<file path="config.mk">
export PLATFORM = sky130hd
export DESIGN_NAME = masked_byte_pattern_search_unit
export DESIGN_NICKNAME = d
export VERILOG_FILES = /design/src/rtl/mbps_pkg.sv /design/src/rtl/mbps_cell.sv /design/src/rtl/mbps_csr.sv /design/src/rtl/masked_byte_pattern_search_unit.sv
export SDC_FILE = /design/constraint.sdc
export NUM_CORES = 1
export LEC_CHECK = 0
export BUFFER_PORTS_ARGS = -buffer_cell sky130_fd_sc_hd__buf_2
export CORE_AREA = 2 2 247 249
export CTS_CLUSTER_DIAMETER = 30
export DETAILED_ROUTE_END_ITERATION = 10
export DIE_AREA = 0 0 249 251
export PLACE_DENSITY = 0.69
export SLEW_MARGIN = 20
export SYNTH_ARGS = -nofsm -noshare
export SYNTH_HDL_FRONTEND = slang
export SYNTH_HIERARCHICAL = 1
export SYNTH_SLANG_ARGS = --single-unit
</file>
<file path="constraint.sdc">
create_clock -name clock -period 9.8 [get_ports clock]
set_clock_uncertainty 0.15 [all_clocks]
set_input_delay 1.47 -clock clock [delete_from_list [all_inputs] [get_ports clock]]
set_output_delay 1.47 -clock clock [all_outputs]
set_load 0.005 [all_outputs]
</file>
<file path="src/rtl/mbps_pkg.sv">
// Shared types, constants and helper functions of the masked byte pattern search unit.
`default_nettype none
package mbps_pkg;

   localparam int MAX_PATTERN_BYTES_DEF = 16;
   localparam int ADDRESS_BITS_DEF      = 48;

   localparam int BYTE_W   = 8;
   localparam int ADDR_W   = 48;
   localparam int COUNT_W  = 16;
   localparam int LEN_W    = 5;
   localparam int PIDX_W   = 4;
   localparam int CARE_W   = 32;
   localparam int CSR_W    = 64;
   localparam int PADDR_W  = 6;
   localparam int REG_IDX_W = 3;

   localparam logic [COUNT_W-1:0] COUNT_MAX = {COUNT_W{1'b1}};

   // Register indexes of the configuration port (byte address 8*index).
   typedef enum logic [REG_IDX_W-1:0] {
      REG_PATTERN_LOW  = 3'd0,
      REG_PATTERN_HIGH = 3'd1,
      REG_CARE_MASK    = 3'd2,
      REG_PATTERN_LEN  = 3'd3,
      REG_MATCH_LIMIT  = 3'd4
   } reg_index_type;

   typedef struct packed {
      logic [CSR_W-1:0]   pattern_low;
      logic [CSR_W-1:0]   pattern_high;
      logic [CARE_W-1:0]  care_mask;
      logic [LEN_W-1:0]   pattern_length;
      logic [COUNT_W-1:0] match_limit;
   } cfg_type;

   // Pattern byte k, byte 0 in the low bits of the low word.
   function automatic logic [BYTE_W-1:0] pattern_byte(input cfg_type cfg,
                                                      input logic [PIDX_W-1:0] k);
      logic [2*CSR_W-1:0] all_bytes;
      all_bytes = {cfg.pattern_high, cfg.pattern_low};
      return all_bytes[k*BYTE_W +: BYTE_W];
   endfunction

   // Care bits of pattern byte k: bit 0 for the low nibble, bit 1 for the high one.
   function automatic logic [1:0] care_bits(input cfg_type cfg,
                                            input logic [PIDX_W-1:0] k);
      return cfg.care_mask[k*2 +: 2];
   endfunction

endpackage
`default_nettype wire

</file>
<file path="src/rtl/mbps_cell.sv">
// One window cell: holds one stream byte, passes it on, and compares it with its pattern byte.
`default_nettype none
module mbps_cell
   import mbps_pkg::*;
(
   input  wire logic              clock,
   input  wire logic              shift_en,
   input  wire logic [BYTE_W-1:0] byte_in,
   input  wire logic [BYTE_W-1:0] want_byte,
   input  wire logic [1:0]        care,
   input  wire logic              active,
   output logic      [BYTE_W-1:0] byte_out,
   output logic                   hit
);

   logic [BYTE_W-1:0] byte_ff;
   logic [BYTE_W-1:0] byte_in_mux;
   logic [BYTE_W-1:0] care_full;

   assign byte_in_mux = shift_en ? byte_in : byte_ff;

   always_ff @(posedge clock) begin
      byte_ff <= byte_in_mux;
   end

   // The compare looks at the byte this cell holds after the shift.
   assign care_full = {{4{care[1]}}, {4{care[0]}}};
   assign hit       = !active || (((byte_in ^ want_byte) & care_full) == '0);
   assign byte_out  = byte_ff;

endmodule
`default_nettype wire

</file>
<file path="src/rtl/mbps_csr.sv">
// Configuration register file with its APB-style access port.
`default_nettype none
module mbps_csr
   import mbps_pkg::*;
(
   input  wire logic               clock,
   input  wire logic               reset,
   input  wire logic               psel,
   input  wire logic               penable,
   input  wire logic               pwrite,
   input  wire logic [PADDR_W-1:0] paddr,
   input  wire logic [CSR_W-1:0]   pwdata,
   output logic      [CSR_W-1:0]   prdata,
   output logic                    pready,
   output cfg_type                 cfg
);

   cfg_type       cfg_ff;
   cfg_type       cfg_in;
   reg_index_type reg_sel;
   logic          write_en;

   assign pready   = 1'b1;
   assign reg_sel  = reg_index_type'(paddr[PADDR_W-1 -: REG_IDX_W]);
   assign write_en = psel && penable && pwrite && pready;

   always_comb begin
      cfg_in = cfg_ff;
      if (write_en) begin
         unique case (reg_sel)
            REG_PATTERN_LOW:  cfg_in.pattern_low    = pwdata;
            REG_PATTERN_HIGH: cfg_in.pattern_high   = pwdata;
            REG_CARE_MASK:    cfg_in.care_mask      = pwdata[CARE_W-1:0];
            REG_PATTERN_LEN:  cfg_in.pattern_length = pwdata[LEN_W-1:0];
            REG_MATCH_LIMIT:  cfg_in.match_limit    = pwdata[COUNT_W-1:0];
            default:          cfg_in = cfg_ff;
         endcase
      end
   end

   always_ff @(posedge clock) begin
      if (reset) begin
         cfg_ff.pattern_low    <= '0;
         cfg_ff.pattern_high   <= '0;
         cfg_ff.care_mask      <= '0;
         cfg_ff.pattern_length <= LEN_W'(1);
         cfg_ff.match_limit    <= '0;
      end else begin
         cfg_ff <= cfg_in;
      end
   end

   always_comb begin
      unique case (reg_sel)
         REG_PATTERN_LOW:  prdata = cfg_ff.pattern_low;
         REG_PATTERN_HIGH: prdata = cfg_ff.pattern_high;
         REG_CARE_MASK:    prdata = CSR_W'(cfg_ff.care_mask);
         REG_PATTERN_LEN:  prdata = CSR_W'(cfg_ff.pattern_length);
         REG_MATCH_LIMIT:  prdata = CSR_W'(cfg_ff.match_limit);
         default:          prdata = '0;
      endcase
   end

   assign cfg = cfg_ff;

endmodule
`default_nettype wire

</file>
<file path="src/rtl/masked_byte_pattern_search_unit.sv">
// Top level of the masked byte pattern search unit.
// Usage:
//   The request channel (req_valid/req_ready) carries one word per stream byte:
//   the byte, its address and a new-run flag that clears the window and the
//   match count before the byte is taken. Every request word yields exactly one
//   response word on rsp_valid/rsp_ready: found, the match start address (zero
//   when nothing is found), the running match count and the limit flag.
//   The window is a row of MAX_PATTERN_BYTES cells; each accepted byte enters
//   the first cell and every cell passes its byte to the next. All cells compare
//   in parallel, so one byte is taken per cycle while the receiver keeps up,
//   and its response is registered in the cycle after acceptance.
//   A new byte is taken whenever the response register is empty or being
//   drained in the same cycle; if the receiver stalls, the response holds and
//   req_ready stays low until it is taken, so at most one word waits inside.
//   Reset clears the window fill, count, stop flag and response valid, and
//   loads the reset values of the registers (pattern length one).
//   Registers sit at byte address 8*index on the APB-style port and may be
//   written only while no word is in flight.
`default_nettype none
module masked_byte_pattern_search_unit
   import mbps_pkg::*;
#(
   parameter int MAX_PATTERN_BYTES = MAX_PATTERN_BYTES_DEF,
   parameter int ADDRESS_BITS      = ADDRESS_BITS_DEF
) (
   input  wire logic               clock,
   input  wire logic               reset,
   input  wire logic               req_valid,
   output logic                    req_ready,
   input  wire logic [BYTE_W-1:0]  req_data_byte,
   input  wire logic [ADDR_W-1:0]  req_byte_address,
   input  wire logic               req_new_run,
   output logic                    rsp_valid,
   input  wire logic               rsp_ready,
   output logic                    rsp_found,
   output logic      [ADDR_W-1:0]  rsp_found_address,
   output logic      [COUNT_W-1:0] rsp_matches_so_far,
   output logic                    rsp_limit_reached,
   input  wire logic               psel,
   input  wire logic               penable,
   input  wire logic               pwrite,
   input  wire logic [PADDR_W-1:0] paddr,
   input  wire logic [CSR_W-1:0]   pwdata,
   output logic      [CSR_W-1:0]   prdata,
   output logic                    pready
);

   localparam int FILL_W    = $clog2(MAX_PATTERN_BYTES + 1);
   localparam int KEEP_BITS = (ADDRESS_BITS < ADDR_W) ? ADDRESS_BITS : ADDR_W;
   localparam logic [ADDR_W-1:0] ADDR_KEEP = {ADDR_W{1'b1}} >> (ADDR_W - KEEP_BITS);
   localparam logic [LEN_W-1:0]  MAX_LEN   = LEN_W'(MAX_PATTERN_BYTES);
   localparam logic [FILL_W-1:0] MAX_FILL  = FILL_W'(MAX_PATTERN_BYTES);

   cfg_type cfg;

   logic [FILL_W-1:0]  fill_ff, fill_in;
   logic [COUNT_W-1:0] total_ff, total_in;
   logic               stopped_ff, stopped_in;

   logic               rsp_valid_ff, rsp_valid_in;
   logic               found_ff, found_in;
   logic [ADDR_W-1:0]  address_ff, address_in;

   logic                          accept;
   logic [LEN_W-1:0]              eff_len;
   logic [BYTE_W-1:0]             cell_byte [MAX_PATTERN_BYTES];
   logic [MAX_PATTERN_BYTES-1:0]  cell_hit;
   logic [FILL_W-1:0]             fill_base;
   logic [FILL_W-1:0]             fill_next;
   logic [COUNT_W-1:0]            total_base;
   logic                          stopped_base;
   logic                          candidate;
   logic                          limit_on;

   mbps_csr u_csr (
      .clock   (clock),
      .reset   (reset),
      .psel    (psel),
      .penable (penable),
      .pwrite  (pwrite),
      .paddr   (paddr),
      .pwdata  (pwdata),
      .prdata  (prdata),
      .pready  (pready),
      .cfg     (cfg)
   );

   assign accept    = req_valid && req_ready;
   assign req_ready = !rsp_valid_ff || rsp_ready;

   always_comb begin
      if (cfg.pattern_length == '0) begin
         eff_len = LEN_W'(1);
      end else if (cfg.pattern_length > MAX_LEN) begin
         eff_len = MAX_LEN;
      end else begin
         eff_len = cfg.pattern_length;
      end
   end

   // Cell i holds the byte of age i; it is compared with pattern byte len-1-i.
   for (genvar i = 0; i < MAX_PATTERN_BYTES; i++) begin : g_cell
      logic [BYTE_W-1:0] cell_in;
      logic [PIDX_W-1:0] pidx;
      logic              cell_active;

      if (i == 0) begin : g_first
         assign cell_in = req_data_byte;
      end else begin : g_rest
         assign cell_in = req_new_run ? '0 : cell_byte[i-1];
      end

      assign cell_active = LEN_W'(i) < eff_len;
      assign pidx        = PIDX_W'(eff_len - LEN_W'(i + 1));

      mbps_cell u_cell (
         .clock     (clock),
         .shift_en  (accept),
         .byte_in   (cell_in),
         .want_byte (pattern_byte(cfg, pidx)),
         .care      (care_bits(cfg, pidx)),
         .active    (cell_active),
         .byte_out  (cell_byte[i]),
         .hit       (cell_hit[i])
      );
   end

   assign fill_base    = req_new_run ? '0 : fill_ff;
   assign total_base   = req_new_run ? '0 : total_ff;
   assign stopped_base = req_new_run ? 1'b0 : stopped_ff;
   assign fill_next    = (fill_base < MAX_FILL) ? fill_base + FILL_W'(1) : fill_base;
   assign limit_on     = cfg.match_limit != '0;
   assign candidate    = (LEN_W'(fill_next) >= eff_len) && !stopped_base && (&cell_hit);

   always_comb begin
      total_in     = total_base;
      stopped_in   = stopped_base;
      found_in     = 1'b0;
      address_in   = '0;
      if (candidate) begin
         if (limit_on && (total_base >= cfg.match_limit)) begin
            // The limit was lowered during the run: stop without reporting.
            stopped_in = 1'b1;
         end else begin
            found_in   = 1'b1;
            address_in = (req_byte_address - ADDR_W'(eff_len - LEN_W'(1))) & ADDR_KEEP;
            if (total_base != COUNT_MAX) begin
               total_in = total_base + COUNT_W'(1);
            end
            stopped_in = limit_on && (total_in >= cfg.match_limit);
         end
      end
   end

   always_comb begin
      rsp_valid_in = rsp_valid_ff;
      if (accept) begin
         rsp_valid_in = 1'b1;
      end else if (rsp_ready) begin
         rsp_valid_in = 1'b0;
      end
   end

   always_ff @(posedge clock) begin
      if (reset) begin
         fill_ff      <= '0;
         total_ff     <= '0;
         stopped_ff   <= 1'b0;
         rsp_valid_ff <= 1'b0;
      end else begin
         rsp_valid_ff <= rsp_valid_in;
         if (accept) begin
            fill_ff    <= fill_next;
            total_ff   <= total_in;
            stopped_ff <= stopped_in;
         end
      end
   end

   always_ff @(posedge clock) begin
      if (accept) begin
         found_ff   <= found_in;
         address_ff <= address_in;
      end
   end

   assign rsp_valid          = rsp_valid_ff;
   assign rsp_found          = found_ff;
   assign rsp_found_address  = address_ff;
   assign rsp_matches_so_far = total_ff;
   assign rsp_limit_reached  = stopped_ff;

   // A reported match always leaves a nonzero count behind it.
   a_found_counts: assert property (@(posedge clock) disable iff (reset)
      rsp_valid && rsp_found |-> rsp_matches_so_far != '0)
      else $error("match reported with zero count");

   // A word that starts a new run leaves exactly one byte in the window.
   a_new_run_fill: assert property (@(posedge clock) disable iff (reset)
      accept && req_new_run |=> fill_ff == FILL_W'(1))
      else $error("window fill not restarted by new run");

   // Within a run the match count never goes down.
   a_count_monotonic: assert property (@(posedge clock) disable iff (reset)
      accept && !req_new_run |=> total_ff >= $past(total_ff))
      else $error("match count decreased within a run");

   // A word without a match carries a zero start address.
   a_no_match_address: assert property (@(posedge clock) disable iff (reset)
      rsp_valid && !rsp_found |-> rsp_found_address == '0)
      else $error("start address set without a match");

endmodule
`default_nettype wire
</file>
==> metrics.md <==
| Metric | Value |
|---|---|
| Status | `finished clean` |
| Sink Count | `373` |
| CP endpoint kind | `flop` |
| Endpoints failing hold | `0` |
| Reg power frac | `0.321` |
| Final instance area | `around 34000 um2` |
| Cell count after placement | `between 4k and 5k` |
| Switching pwr | `around 1.4 mW` |
| DR vias/cell | `a little over 6` |
| I/O Pins | `267` |
| Worst endpoint data arrival time | `7.99 ns` |
| PortBufs | `262` |
| Via Count | `26.0k` |
| Root Buffer | `clkbuf_16` |
| Max_cap viols | `0` |
| CTS tree | `done` |
| WL/cell | `~24 um` |
| Worst slew margin | `0.246` |
| Die area | `approximately 62000 um2` |
| Die X | `249 um` |
| WP data required | `approximately 10 ns` |
| Switching part of the total | `0.250` |
| Maximum vdd drop | `approximately 0.00018 V` |
| Worst Max-Slew Pin Slew | `1.13 ns` |
| Unrepaired setup endpoints after global routing | `no` |
| Clk_lat worst skew | `0.64 ns` |
| Chip Height | `251 um` |
| Most common cell after layout, fill and taps aside | `mux2i_1` |
| First-pass GRT wire length | `151000 um` |
| Critical Path Source Type | `flop` |
| CP delay by family, top | `simple AND/OR/NAND/NOR gates` |
| Clock transition at path regs | `~0.05 ns` |
| Pre-antenna DRT Iters | `6` |
| Post-Route WL | `103000 um` |
| Met3 Track Usage GR | `0.0678` |
| Largest net degree at the start of global routing | `146` |
| Num rows | `90` |
| P&R area growth vs syn | `16.8%` |
| GRT met1 Usage | `0.450` |
| Post-Layout Cell Count | `4310` |
| Slack of the worst reg-to-reg path | `2.17 ns` |
| Synth warnings | `6` |
| Post-CTS resize count | `0` |
| Remaining global-route overflow | `0` |
| PD cells | `159 nW/um2` |
| Slowest-stage cell, CP | `buf_4` |
| LEAKAGE | `14.8 nW` |
| Hold_buf cts | `0` |
| Initial Utilization | `0.490` |
| Initial antenna violation count | `5` |
| CTS buffer count | `89` |
| Slew Limit Fails | `0` |
| Syn avg cell area | `9.03 um2` |
| Gate power share | `0.112` |
| GR peak layer | `met2` |
| Max Root-Sink Buffers | `3` |
| Fin Setup TNS | `0 ns` |
| Placed inst area | `31100 um2` |
| Crit path max fanout | `slightly above 90` |
| Fmax achieved | `0.131 GHz` |
| Remaining antenna violation count | `0` |
| Dpl hpwl | `between 70000 and 80000 um` |
| P_int | `4.09 mW` |
| Initial DRC Count | `3067` |
| CTS H-tree lvls | `3` |
| Setup repair bufs after CTS | `0` |
| CP max stage delay | `0.82 ns` |
| Core area | `59800 um2` |
| Mapped Area | `29300 um2` |
| Number of setup violations in the final report | `0` |
| Gr usage total | `0.320` |
| Worst-path cell chain | `inv_2 > nand2_4 > buf_4 > nand2_1 > and3_1 > a31oi_1 > mux2i_1 > mux2i_1 > xnor2_1 > nand4_1 > a31oi_1 > nand4_1 > or3_1 > nor4_1 > a21bo_2 > buf_4 > inv_2 > o21ai_1 > and3_1 > a41o_1` |
| Clock Power Share | `0.566` |
| Vias in the first global route | `about 24k` |
| Nets | `between 3k and 4k` |
| Fin crit share | `0.778` |
| Cell count after synthesis | `3244` |
| Layout cells sized above 1 | `0.137` |
| Worst path bufs/invs | `4` |
| Placer Congestion | `1.05` |
| Tmin final | `7.63 ns` |
| Residual DRC | `0` |
| CP Class | `reg -> reg` |
| HP Class | `reg -> reg` |
| Routing usage on met2 | `0.479` |
| Most frequent cells in the layout | `689 x mux2i_1, 415 x nand2_1, 260 x buf_2` |
-- area by class of cell --
class / count / area [um2]
fill: 5304 / 25600
multi-input combinational: 2643 / 19100
sequential: 373 / 9160
clock buffer: 118 / 2540
timing repair buffer: 294 / 1590
tap: 782 / 978
clock inverter: 47 / 613
inverter: 51 / 199
antenna: 2 / 5.00
-- path summary, 6_finish.rpt --
path / depth (start not counted) / end / start
min: 2 / rsp_limit_reached / rsp_limit_reached
max: 20 / rsp_matches_so_far[15] / u_csr/cfg[20]
max reg2reg: 20 / rsp_matches_so_far[15] / u_csr/cfg[20]
min reg2reg: 2 / rsp_limit_reached / rsp_limit_reached
-- per-layer routing --
metal | part of all wire | wire, um
met1 | 0.43 | 44700
met2 | 0.43 | 44100
met3 | 0.10 | 10300
met4 | 0.038 | 3910
met5 | 0.00047 | 49
-- tightest hold or removal path, stage by stage, from the launching register on --
cell and delay [ns]:
dfxtp_1 0.32, nand2_1 0.06, o21ai_0 0.06
-- power groups by stage --
stage	Sequential [mW]	Combinational (mW)	Clock [mW]
2_1_floorplan	1.78	0.400	0
3_3_place_gp	1.78	0.596	0
3_5_place_dp	1.78	0.599	0
4_1_cts	1.75	0.604	3.11
5_1_grt	1.76	0.661	3.19
6_report	1.75	0.613	3.09
-- flip-flops by register name, summed over array words and instances (netlist names) --
| signal | flops |
|---|---|
| u_csr/cfg | 181 |
| g_cell.u_cell/byte_out | 120 |
| rsp_found_address | 48 |
| rsp_matches_so_far | 16 |
| fill_ff | 5 |
| rsp_found | 1 |
| rsp_limit_reached | 1 |
| rsp_valid | 1 |
-- stage by stage --
step,utilization,power [mW],hold slack [ns],setup slack (ns)
detailed placement,0.519,2.38,0.328,2.36
CTS,0.572,5.47,0.334,2.34
global route,0.572,5.61,0.349,1.86
finish,0.572,5.46,0.333,2.17
floorplan,-,2.18,0.306,2.12
global placement,0.519,2.38,0.321,2.44
Note: power is estimated with default switching activity, not from simulation.
